**config.mk**
```make
export PLATFORM = sky130hd
export DESIGN_NAME = xoshiro256_plus_generator_core
export DESIGN_NICKNAME = d
export VERILOG_FILES = /design/src/rtl/core/xo256p_pkg.sv /design/src/rtl/core/xoshiro256_plus_generator_core.sv
export SDC_FILE = /design/constraint.sdc
export NUM_CORES = 2
export LEC_CHECK = 0
export BUFFER_PORTS_ARGS = -buffer_cell sky130_fd_sc_hd__buf_4
export CORE_MARGIN = 10
export CORE_UTILIZATION = 60
export DETAILED_ROUTE_END_ITERATION = 6
export HOLD_SLACK_MARGIN = 0.1
export PLACE_DENSITY = 0.78
export SYNTH_ARGS = -nofsm -noshare
export SYNTH_HDL_FRONTEND = slang
export SYNTH_SLANG_ARGS = --single-unit
```
**constraint.sdc**
```tcl
create_clock -name clock -period 13.5 [get_ports clock]
set_input_delay 1.35 -clock clock [delete_from_list [all_inputs] [get_ports clock]]
set_output_delay 1.35 -clock clock [all_outputs]
set_load 0.01 [all_outputs]
```
**src/rtl/core/xo256p_pkg.sv**
```systemverilog
// Package for the xoshiro256+ generator: constants, sequencer states and helpers.
package xo256p_pkg;

   // Data widths
   localparam int WORD_W     = 64;
   localparam int HALF_W     = WORD_W / 2;
   localparam int NUM_WORDS  = 4;
   localparam int WIDX_W     = $clog2(NUM_WORDS);
   localparam int CSR_ADDR_W = 4;
   localparam int CSR_DATA_W = 64;

   // Register map: seed_value at byte address 0, registers spaced by 8 bytes
   localparam int CSR_SEL_BIT = 3;
   localparam logic CSR_IDX_SEED = 1'b0;

   // Generator constants
   localparam logic [WORD_W-1:0] SEED_RESET   = 64'd1;
   localparam logic [WORD_W-1:0] GOLDEN_GAMMA = 64'h9E37_79B9_7F4A_7C15;
   localparam logic [WORD_W-1:0] MIX_MUL_A    = 64'hBF58_476D_1CE4_E5B9;
   localparam logic [WORD_W-1:0] MIX_MUL_B    = 64'h94D0_49BB_1331_11EB;
   localparam int SHIFT_T = 17;
   localparam int ROT_W3  = 45;
   localparam int MIX_SH1 = 30;
   localparam int MIX_SH2 = 27;
   localparam int MIX_SH3 = 31;

   // Partial-product phases of the shared 32x32 multiplier
   localparam int PHASE_W = 2;
   localparam logic [PHASE_W-1:0] PH_LO_LO = 2'd0;
   localparam logic [PHASE_W-1:0] PH_HI_LO = 2'd1;
   localparam logic [PHASE_W-1:0] PH_LO_HI = 2'd2;

   // Reseed sequencer states
   typedef enum logic [2:0] {
      ST_IDLE,
      ST_GAMMA,
      ST_MUL_A,
      ST_XOR27,
      ST_MUL_B,
      ST_XOR31,
      ST_DRAW
   } seq_state_type;

   typedef logic [WORD_W-1:0] word_type;

   // Rotate left by a constant amount
   function automatic word_type rotl(input word_type x, input int k);
      return (x << k) | (x >> (WORD_W - k));
   endfunction

endpackage : xo256p_pkg

```
**src/rtl/core/xoshiro256_plus_generator_core.sv**
```systemverilog
// xoshiro256+ generator: registered draws, iterative splitmix64 reseed on one shared multiplier.
//
// Each transfer on the req_ channel yields one 64-bit value on the rsp_ channel. A draw with
// req_restart low forms the value and the next state from the four state registers at accept
// time; the value lands in the output register, and the next request is taken as soon as that
// register is free or being emptied. A draw with req_restart high first reseeds the state from
// seed_value with four splitmix64 outputs, then draws; the reseed is paced by a single 32x32
// multiplier that builds each 64-bit product from three partial products. Per word it runs a
// gamma add, a multiply, an xor-shift, a second multiply and a final xor-shift; the draw then
// waits until the output register is free, and req_ready stays low throughout. After reset
// the same reseed from seed 1 runs before the first request is taken. Writes to seed_value
// change only the register; it is used at the next restart.
module xoshiro256_plus_generator_core
   import xo256p_pkg::*;
(
   input  logic                  clock,
   input  logic                  reset,
   // Request channel
   input  logic                  req_valid,
   output logic                  req_ready,
   input  logic                  req_restart,
   // Result channel
   output logic                  rsp_valid,
   input  logic                  rsp_ready,
   output logic [WORD_W-1:0]     rsp_random_value,
   // Register port
   input  logic                  csr_psel,
   input  logic                  csr_penable,
   input  logic                  csr_pwrite,
   input  logic [CSR_ADDR_W-1:0] csr_paddr,
   input  logic [CSR_DATA_W-1:0] csr_pwdata,
   output logic [CSR_DATA_W-1:0] csr_prdata,
   output logic                  csr_pready
);

   seq_state_type        state_ff, state_in;
   logic [PHASE_W-1:0]   phase_ff, phase_in;
   logic [WIDX_W-1:0]    widx_ff, widx_in;
   logic                 draw_pend_ff, draw_pend_in;
   word_type             seed_ff;
   word_type             ctr_ff, ctr_in;
   word_type             z_ff, z_in;
   word_type             acc_ff, acc_in;
   word_type             word_ff [NUM_WORDS];
   logic                 word_we;
   word_type             word_wdata;
   logic                 draw_en;
   logic                 rsp_valid_ff, rsp_valid_in;
   word_type             rsp_value_ff;

   // Shared multiplier
   word_type             mul_const;
   logic [HALF_W-1:0]    mul_x, mul_y;
   word_type             mul_prod;

   // Draw datapath
   word_type             draw_value;
   word_type             t_sh, n0, n1, n2, n3;
   word_type             gamma_sum;

   logic                 out_free;
   logic                 req_xfer;
   logic                 csr_wr;

   // Register port
   assign csr_pready = 1'b1;
   assign csr_wr     = csr_psel && csr_penable && csr_pwrite
                       && (csr_paddr[CSR_SEL_BIT] == CSR_IDX_SEED);
   assign csr_prdata = (csr_paddr[CSR_SEL_BIT] == CSR_IDX_SEED) ? seed_ff : '0;

   always_ff @(posedge clock) begin
      if (reset) begin
         seed_ff <= SEED_RESET;
      end else if (csr_wr) begin
         seed_ff <= csr_pwdata;
      end
   end

   // Handshake
   assign out_free  = !rsp_valid_ff || rsp_ready;
   assign req_ready = (state_ff == ST_IDLE) && out_free;
   assign req_xfer  = req_valid && req_ready;
   assign rsp_valid = rsp_valid_ff;
   assign rsp_random_value = rsp_value_ff;

   // Output value and xoshiro256 state transition
   assign draw_value = word_ff[0] + word_ff[3];
   assign t_sh = word_ff[1] << SHIFT_T;
   assign n2   = word_ff[2] ^ word_ff[0];
   assign n3   = word_ff[3] ^ word_ff[1];
   assign n1   = word_ff[1] ^ n2;
   assign n0   = word_ff[0] ^ n3;

   // Shared 32x32 multiplier: low product, then two cross terms into the upper half
   assign mul_const = (state_ff == ST_MUL_A) ? MIX_MUL_A : MIX_MUL_B;
   assign mul_x     = (phase_ff == PH_HI_LO) ? z_ff[WORD_W-1:HALF_W] : z_ff[HALF_W-1:0];
   assign mul_y     = (phase_ff == PH_LO_HI) ? mul_const[WORD_W-1:HALF_W]
                                             : mul_const[HALF_W-1:0];
   assign mul_prod  = WORD_W'(mul_x) * WORD_W'(mul_y);

   assign gamma_sum = ctr_ff + GOLDEN_GAMMA;

   // Sequencer: next state and datapath controls
   always_comb begin
      state_in     = state_ff;
      phase_in     = phase_ff;
      widx_in      = widx_ff;
      draw_pend_in = draw_pend_ff;
      ctr_in       = ctr_ff;
      z_in         = z_ff;
      acc_in       = acc_ff;
      word_we      = 1'b0;
      word_wdata   = acc_ff ^ (acc_ff >> MIX_SH3);
      draw_en      = 1'b0;
      rsp_valid_in = rsp_valid_ff && !rsp_ready;

      unique case (state_ff)
         ST_IDLE: begin
            if (req_xfer) begin
               if (req_restart) begin
                  ctr_in       = seed_ff;
                  widx_in      = '0;
                  draw_pend_in = 1'b1;
                  state_in     = ST_GAMMA;
               end else begin
                  draw_en      = 1'b1;
                  rsp_valid_in = 1'b1;
               end
            end
         end
         ST_GAMMA: begin
            ctr_in   = gamma_sum;
            z_in     = gamma_sum ^ (gamma_sum >> MIX_SH1);
            phase_in = PH_LO_LO;
            state_in = ST_MUL_A;
         end
         ST_MUL_A, ST_MUL_B: begin
            if (phase_ff == PH_LO_LO) begin
               acc_in = mul_prod;
            end else begin
               acc_in = acc_ff + {mul_prod[HALF_W-1:0], {HALF_W{1'b0}}};
            end
            if (phase_ff == PH_LO_HI) begin
               phase_in = PH_LO_LO;
               state_in = (state_ff == ST_MUL_A) ? ST_XOR27 : ST_XOR31;
            end else begin
               phase_in = phase_ff + 1'b1;
            end
         end
         ST_XOR27: begin
            z_in     = acc_ff ^ (acc_ff >> MIX_SH2);
            state_in = ST_MUL_B;
         end
         ST_XOR31: begin
            word_we = 1'b1;
            widx_in = widx_ff + 1'b1;
            if (widx_ff == WIDX_W'(NUM_WORDS - 1)) begin
               state_in = draw_pend_ff ? ST_DRAW : ST_IDLE;
            end else begin
               state_in = ST_GAMMA;
            end
         end
         ST_DRAW: begin
            if (out_free) begin
               draw_en      = 1'b1;
               rsp_valid_in = 1'b1;
               draw_pend_in = 1'b0;
               state_in     = ST_IDLE;
            end
         end
         default: begin
            state_in = ST_IDLE;
         end
      endcase
   end

   // Control registers; reset starts a reseed from the reset seed
   always_ff @(posedge clock) begin
      if (reset) begin
         state_ff     <= ST_GAMMA;
         phase_ff     <= PH_LO_LO;
         widx_ff      <= '0;
         draw_pend_ff <= 1'b0;
         ctr_ff       <= SEED_RESET;
         rsp_valid_ff <= 1'b0;
      end else begin
         state_ff     <= state_in;
         phase_ff     <= phase_in;
         widx_ff      <= widx_in;
         draw_pend_ff <= draw_pend_in;
         ctr_ff       <= ctr_in;
         rsp_valid_ff <= rsp_valid_in;
      end
   end

   // Datapath registers
   always_ff @(posedge clock) begin
      z_ff   <= z_in;
      acc_ff <= acc_in;
      if (draw_en) begin
         rsp_value_ff <= draw_value;
         word_ff[0]   <= n0;
         word_ff[1]   <= n1;
         word_ff[2]   <= n2 ^ t_sh;
         word_ff[3]   <= rotl(n3, ROT_W3);
      end else if (word_we) begin
         word_ff[widx_ff] <= word_wdata;
      end
   end

endmodule : xoshiro256_plus_generator_core

```
# Word-level counts from Yosys, hierarchy flattened
# Memories as Yosys holds them, arrays and structs flattened.
# Index checks and enable logic that the tools add are counted.
[totals]
ff_bits = 329
latchBits = 0
mem_bits_rw = 256
romBits = 0
output_inout_bits = 131
wordCells = 105
mem_count = 1
[memory_table]
columns = ["name", "depth", "word_bits", "rd", "rd_ports_with_merged_regs", "wr", "line_no", "text"]
rows = [
  ["word_ff", 4, 64, 4, 0, 4, "xoshiro256_plus_generator_core.sv:44", "word_type word_ff [NUM_WORDS];"],
]
[op_classes]
n_addsub = 5
multipliers = 1
div = 0
magnitude_cmp = 0
n_eq_ne = 13
n_shift = 0
muxes = 43
bitwise = 10
n_reduce_logical = 22
[op_table]
columns = ["cell", "n"]
rows = [
  ["$mux W64", 5],
  ["$xor A64 B64 Y64", 5],
  ["$pmux W64 S2", 2],
  ["$add A64 B64 Y64", 2],
  ["$add A64 B64 Y64 const B", 1],
  ["$mul A32 B32 Y64", 1],
  ["$mux W32", 2],
  ["$or A64 B45 Y64", 1],
  ["$reduce_or A64 Y1", 1],
  ["$xor A64 B33 Y64", 1],
  ["$xor A64 B34 Y64", 1],
  ["$xor A64 B37 Y64", 1],
  ["$mux W62", 1],
  ["$mux W3", 7],
  ["$pmux W3 S6", 1],
  ["$mux W1", 16],
  ["$reduce_bool A2 Y1", 5],
  ["$eq A3 B3 Y1 const B", 3],
  ["$mux W2", 4],
  ["$ne A2 B2 Y1 const B", 4],
  ["$pmux W2 S2", 2],
  ["$reduce_and A4 Y1", 2],
  ["$eq A3 B2 Y1 const B", 2],
  ["$logic_and A1 B1 Y1", 6],
  ["12 further kinds", 18],
]

# Depth between registers and ports, before layout
[logic_depth]
word_depth = 10
ltp_mapped = 41

# Least setup slack after synthesis
# OpenSTA, ideal clock, no wires.
[synth_timing]
kind = "register -> register"
start = "register state_ff[2]"
end = "register acc_ff[63], data pin"
setup_ns = 0.149
t_arrival_ns = 9.619
required_time_ns = 13.351
path_slack_ns = 3.732
path_stages_with_launch = 39
n_path_buf = 4
path_cell_list = "dfxtp_1 > clkbuf_1 > buf_1 > nor2_1 > clkbuf_1 > inv_1 > ha_1 > clkbuf_1 > nor2_1 > inv_1 > fa_1 > inv_1 > fa_1 > fa_1 > inv_1 > fa_1 > inv_1 > fa_1 > (+3 left out) > fa_1 > fa_1 > ha_1 > and3_1 > nand2_1 > o41ai_1 > xor2_1 > ha_1 > a21o_1 > a21o_1 > a21oi_1 > o21ai_0 > a21o_1 > a221o_1 > a21o_1 > a21oi_1 > xnor3_1 > mux2i_1"
[synth_between]
elab_chain_cells = 6
[synth_lines]
columns = ["item", "line_no", "text"]
rows = [
  ["start, declared", "xoshiro256_plus_generator_core.sv:36", "seq_state_type state_ff, state_in;"],
  ["start signal, assigned", "xoshiro256_plus_generator_core.sv:187", "state_ff <= state_in;"],
  ["$eq A3 B2 Y1 (*)", "xoshiro256_plus_generator_core.sv:95", "assign mul_const = (state_ff == ST_MUL_A) ? MIX_MUL_A : MIX_MUL_B;"],
  ["$mux W62 (*)", "xoshiro256_plus_generator_core.sv:95", ""],
  ["$mux W32 (*)", "xoshiro256_plus_generator_core.sv:97", "assign mul_y = (phase_ff == PH_LO_HI) ? mul_const[WORD_W-1:HALF_W]"],
  ["$mul A32 B32 Y64 (*)", "xoshiro256_plus_generator_core.sv:99", "assign mul_prod = WORD_W'(mul_x) * WORD_W'(mul_y);"],
  ["$add A64 B64 Y64", "xoshiro256_plus_generator_core.sv:141", "acc_in = acc_ff + {mul_prod[HALF_W-1:0], {HALF_W{1'b0}}};"],
  ["$mux W64 (*)", "xoshiro256_plus_generator_core.sv:138", "if (phase_ff == PH_LO_LO) begin"],
  ["end signal, assigned", "xoshiro256_plus_generator_core.sv:199", "acc_ff <= acc_in;"],
  ["end, declared", "xoshiro256_plus_generator_core.sv:43", "word_type acc_ff, acc_in;"],
]
# Mark *: on every way between the ends. The rest lies on a longest branch, timed or not.
# A chain may end at the register's enable or synchronous reset.

# Worst setup path after layout
[layout_timing]
start = "register phase_ff[1]"
end = "register acc_ff[63], data pin"
[layout_between]
elab_chain_cells = 5
elab_cells_between_ends = 8
classes_between = "1 x add/sub; 1 x mul; 2 x eq/ne; 3 x mux; 1 x reduce/logical"
[layout_lines]
columns = ["item", "line_no", "text"]
rows = [
  ["start, declared", "xoshiro256_plus_generator_core.sv:37", "logic [PHASE_W-1:0] phase_ff, phase_in;"],
  ["start signal, assigned", "xoshiro256_plus_generator_core.sv:188", "phase_ff <= phase_in;"],
  ["$eq A2 B1 Y1 or $eq A2 B2 Y1 (tied branches)", "xoshiro256_plus_generator_core.sv:96, xoshiro256_plus_generator_core.sv:97", ""],
  ["$mux W32, on equally long branches", "xoshiro256_plus_generator_core.sv:96, xoshiro256_plus_generator_core.sv:97", ""],
  ["$mul A32 B32 Y64", "xoshiro256_plus_generator_core.sv:99", ""],
  ["$add A64 B64 Y64", "xoshiro256_plus_generator_core.sv:141", ""],
  ["$mux W64 (*)", "xoshiro256_plus_generator_core.sv:138", ""],
]
# Marks and branches as above.

==> impl_results.md <==
* TritonRoute pass-1 iters at 7
* Met1 usage at 45.7%
* Global routing usage on met3 at 7.18%
* Post-Syn Area at 63,300 um2
* Die area at 119,000 um2
* Grt peak-use layer: met2
* Die width at 345 um
* Initial Utilization at 60.3%
* Fin. Hold Viols at 0
* #FFs+latches synth at 585
* Number of post-CTS setup repair buffers at 0
* CTS resizes at 0
* ANT nets after route at 0
* Cell Area, Placed at 66,000 um2
* Slew HR at 19.3%
* Std-Cell Rows at 119
* EDFF count, synth at 448
* Final min period at 11.72 ns
* RSZ-0062 raised after global routing: no
* Dpl hpwl at 161,000 um
* Skew-Pair Late Insertion Delay at 0.65 ns
* Cell at the slowest stage of the critical path: mux2i_1
* Placer Congestion at 1.03
* Mapped Nets at 7,920
* Clock sinks at 585
* Final setup viols at 0
* Cell mode on critical path: fa_1
* Bufs on Longest Clock Path at 3
* CTS Hold Bufs at 0
* Vias in the first global route at 48,800
* CP Max Fanout at 21
* Worst Hold Class: reg2reg
* Total negative slack at 0 ns
* Main synth FF type: edfxtp_1
* Max_cap viols at 0
* Global-route wire length before repair at 303,000 um
* Crit path capture type: flop
* CTS Root Cell: clkbuf_16
* Residual DRC at 0
* Layout Skew at 0.0319 ns
* DR vias/cell at 6.06
* Crit path required time at 13.97 ns
* Area of the core at 105,000 um2
* Worst-margin pin slew at 1.21 ns
* Seq/Total Area, Yosys at 25.6%
* Cts bufs inserted at 54
* CP Launch Type: flop
* CTS tree: built
* Final Cycle Share at 86.8%
* Fraction of registers with async set/reset at 0%
* Clock transition at path regs at 0.07 ns
* I/O Pins at 207
* Crit path DAT at 12.19 ns
* CP peak stage delay at 0.96 ns
* Buf+Inv Stages, Crit Path at 4
* Largest net degree at the start of global routing at 89
* WL final at 201,000 um
* Max-slew violation count at 0
* Crit-path leading delay family: adder cells
* Fraction of layout cells with a size suffix above 1 at 6.72%
* Crit path kind: reg2reg
* Yosys Warn Count at 0
* Drt wl/cell at 24.9 um
* Netlist cell types at 91
* Syn Inst Count at 6,584
* Final Cell Area at 67,900 um2
* Final nets at 7,969
* H-tree Lvls at 2
* Total grt overflow at 0
* Synthesis-to-finish area growth at 7.29%
* Met2 Usage GRT at 52.1%
* Max Clk Rate at 85.3 MHz
* Mean post-synth cell area at 9.61 um2
* Via count at 48,900
* Die Y at 345 um
* Port buffer count at 202
* DRT iter0 DRCs at 6,325
* Outcome: completed
* GRT Util Overall at 33.7%
* Antenna diodes at 0
* Initial antenna violation count at 4
final cells by class:
type | count | area [um2]
sequential | 585 | 16200
multi-input combinational | 4740 | 42400
fill | 8521 | 37100
tap | 1391 | 1740
timing repair buffer | 262 | 1970
clock inverter | 34 | 423
inverter | 990 | 3720
clock buffer | 66 | 1460
kinds of logic after synthesis:
logic type      after synthesis  synth area share, %
other cells                   1              0.00592
simple gates               1698                 12.2
buf+inv                    1259                 7.59
flops                       585                 25.6
xor+xnor                    619                 8.62
compound gates             1121                 10.5
mux                          41                0.700
fa+ha+maj                  1260                 34.7
metal layers:
metal	vias to the layer above	routed length [um]
met5	-	26
li1	21400	-
met1	24100	78000
met2	2835	89700
met3	516	22300
met4	4	10900
stage by stage:
stage / util [%] / worst slack, ns / std cells / hold WS [ns]
floorplan: - / 3.73 / 6584 / 0.441
global placement: 62.9 / 2.10 / 7968 / 0.452
detailed placement: 62.9 / 2.01 / 7968 / 0.461
CTS: 64.7 / 1.97 / 8068 / 0.471
global route: 64.7 / 1.29 / 8068 / 0.492
finish: 64.7 / 1.78 / 8068 / 0.470
layout by cell type (no fill, tap or decap), drive strengths merged, types with 46 or more instances in the layout:
master / instances
a211oi: 50
a21o: 77
a21oi: 525
and2: 151
buf: 262
clkbuf: 66
dfxtp: 137
edfxtp: 448
fa: 828
ha: 432
inv: 991
nand2: 452
nand2b: 79
nand3: 61
nor2: 676
nor2b: 107
nor3: 46
o21ai: 225
xnor2: 296
xor2: 321
registers in the layout (all words and copies together), names as in the netlist:
register / cells
ctr_ff: 64
state_ff: 3
z_ff: 64
phase_ff: 2
rsp_random_value: 64
word_ff: 256
widx_ff: 2
acc_ff: 64
seed_ff: 64
draw_pend_ff: 1
rsp_valid: 1
cells in the mapped netlist (28+ instances only):
cell / number / share of area, %
clkbuf_1: 246 / 1.5
inv_1: 989 / 5.9
a211oi_1: 50 / 0.59
xor2_1: 320 / 4.4
a31oi_1: 42 / 0.42
nand4_1: 32 / 0.32
o22ai_1: 33 / 0.33
ha_1: 432 / 8.5
xnor2_1: 296 / 4.1
nor3_1: 46 / 0.36
edfxtp_1: 448 / 21
nand2_1: 452 / 2.7
nor2_1: 675 / 4.0
a21oi_1: 523 / 4.1
nand2b_1: 79 / 0.78
a21o_1: 77 / 0.91
nand3_1: 61 / 0.48
fa_1: 828 / 26
o21ai_0: 215 / 1.7
dfxtp_1: 137 / 4.3
and2_1: 149 / 1.5
nor2b_1: 107 / 1.1
o21bai_1: 28 / 0.33
worst register-to-register path: cells and delay by family, from the launching register on:
| family | cells | cell delay [ns] |
|---|---|---|
| muxes | 2 | 1.10 |
| and+or+nand+nor | 3 | 1.05 |
| xor gates and xnor gates | 2 | 0.91 |
| adders and majority gates | 10 | 5.00 |
| DFF | 1 | 0.43 |
| AOI/OAI and AO/OA | 8 | 2.12 |
| buffers and inverters | 4 | 0.93 |
worst paths after layout:
path              depth (start not counted)     endpoint   startpoint  slack [ns]
setup / recovery                         29   acc_ff[63]  phase_ff[1]        1.78
hold reg to reg                           2  seed_ff[28]  seed_ff[28]        0.47
hold / removal                            2  seed_ff[28]  seed_ff[28]        0.47
setup reg to reg                         29   acc_ff[63]  phase_ff[1]        1.78
Power is left out: the tool's default activity adds up to more than one toggle a clock period on the data nets, which glitch-free logic cannot reach.
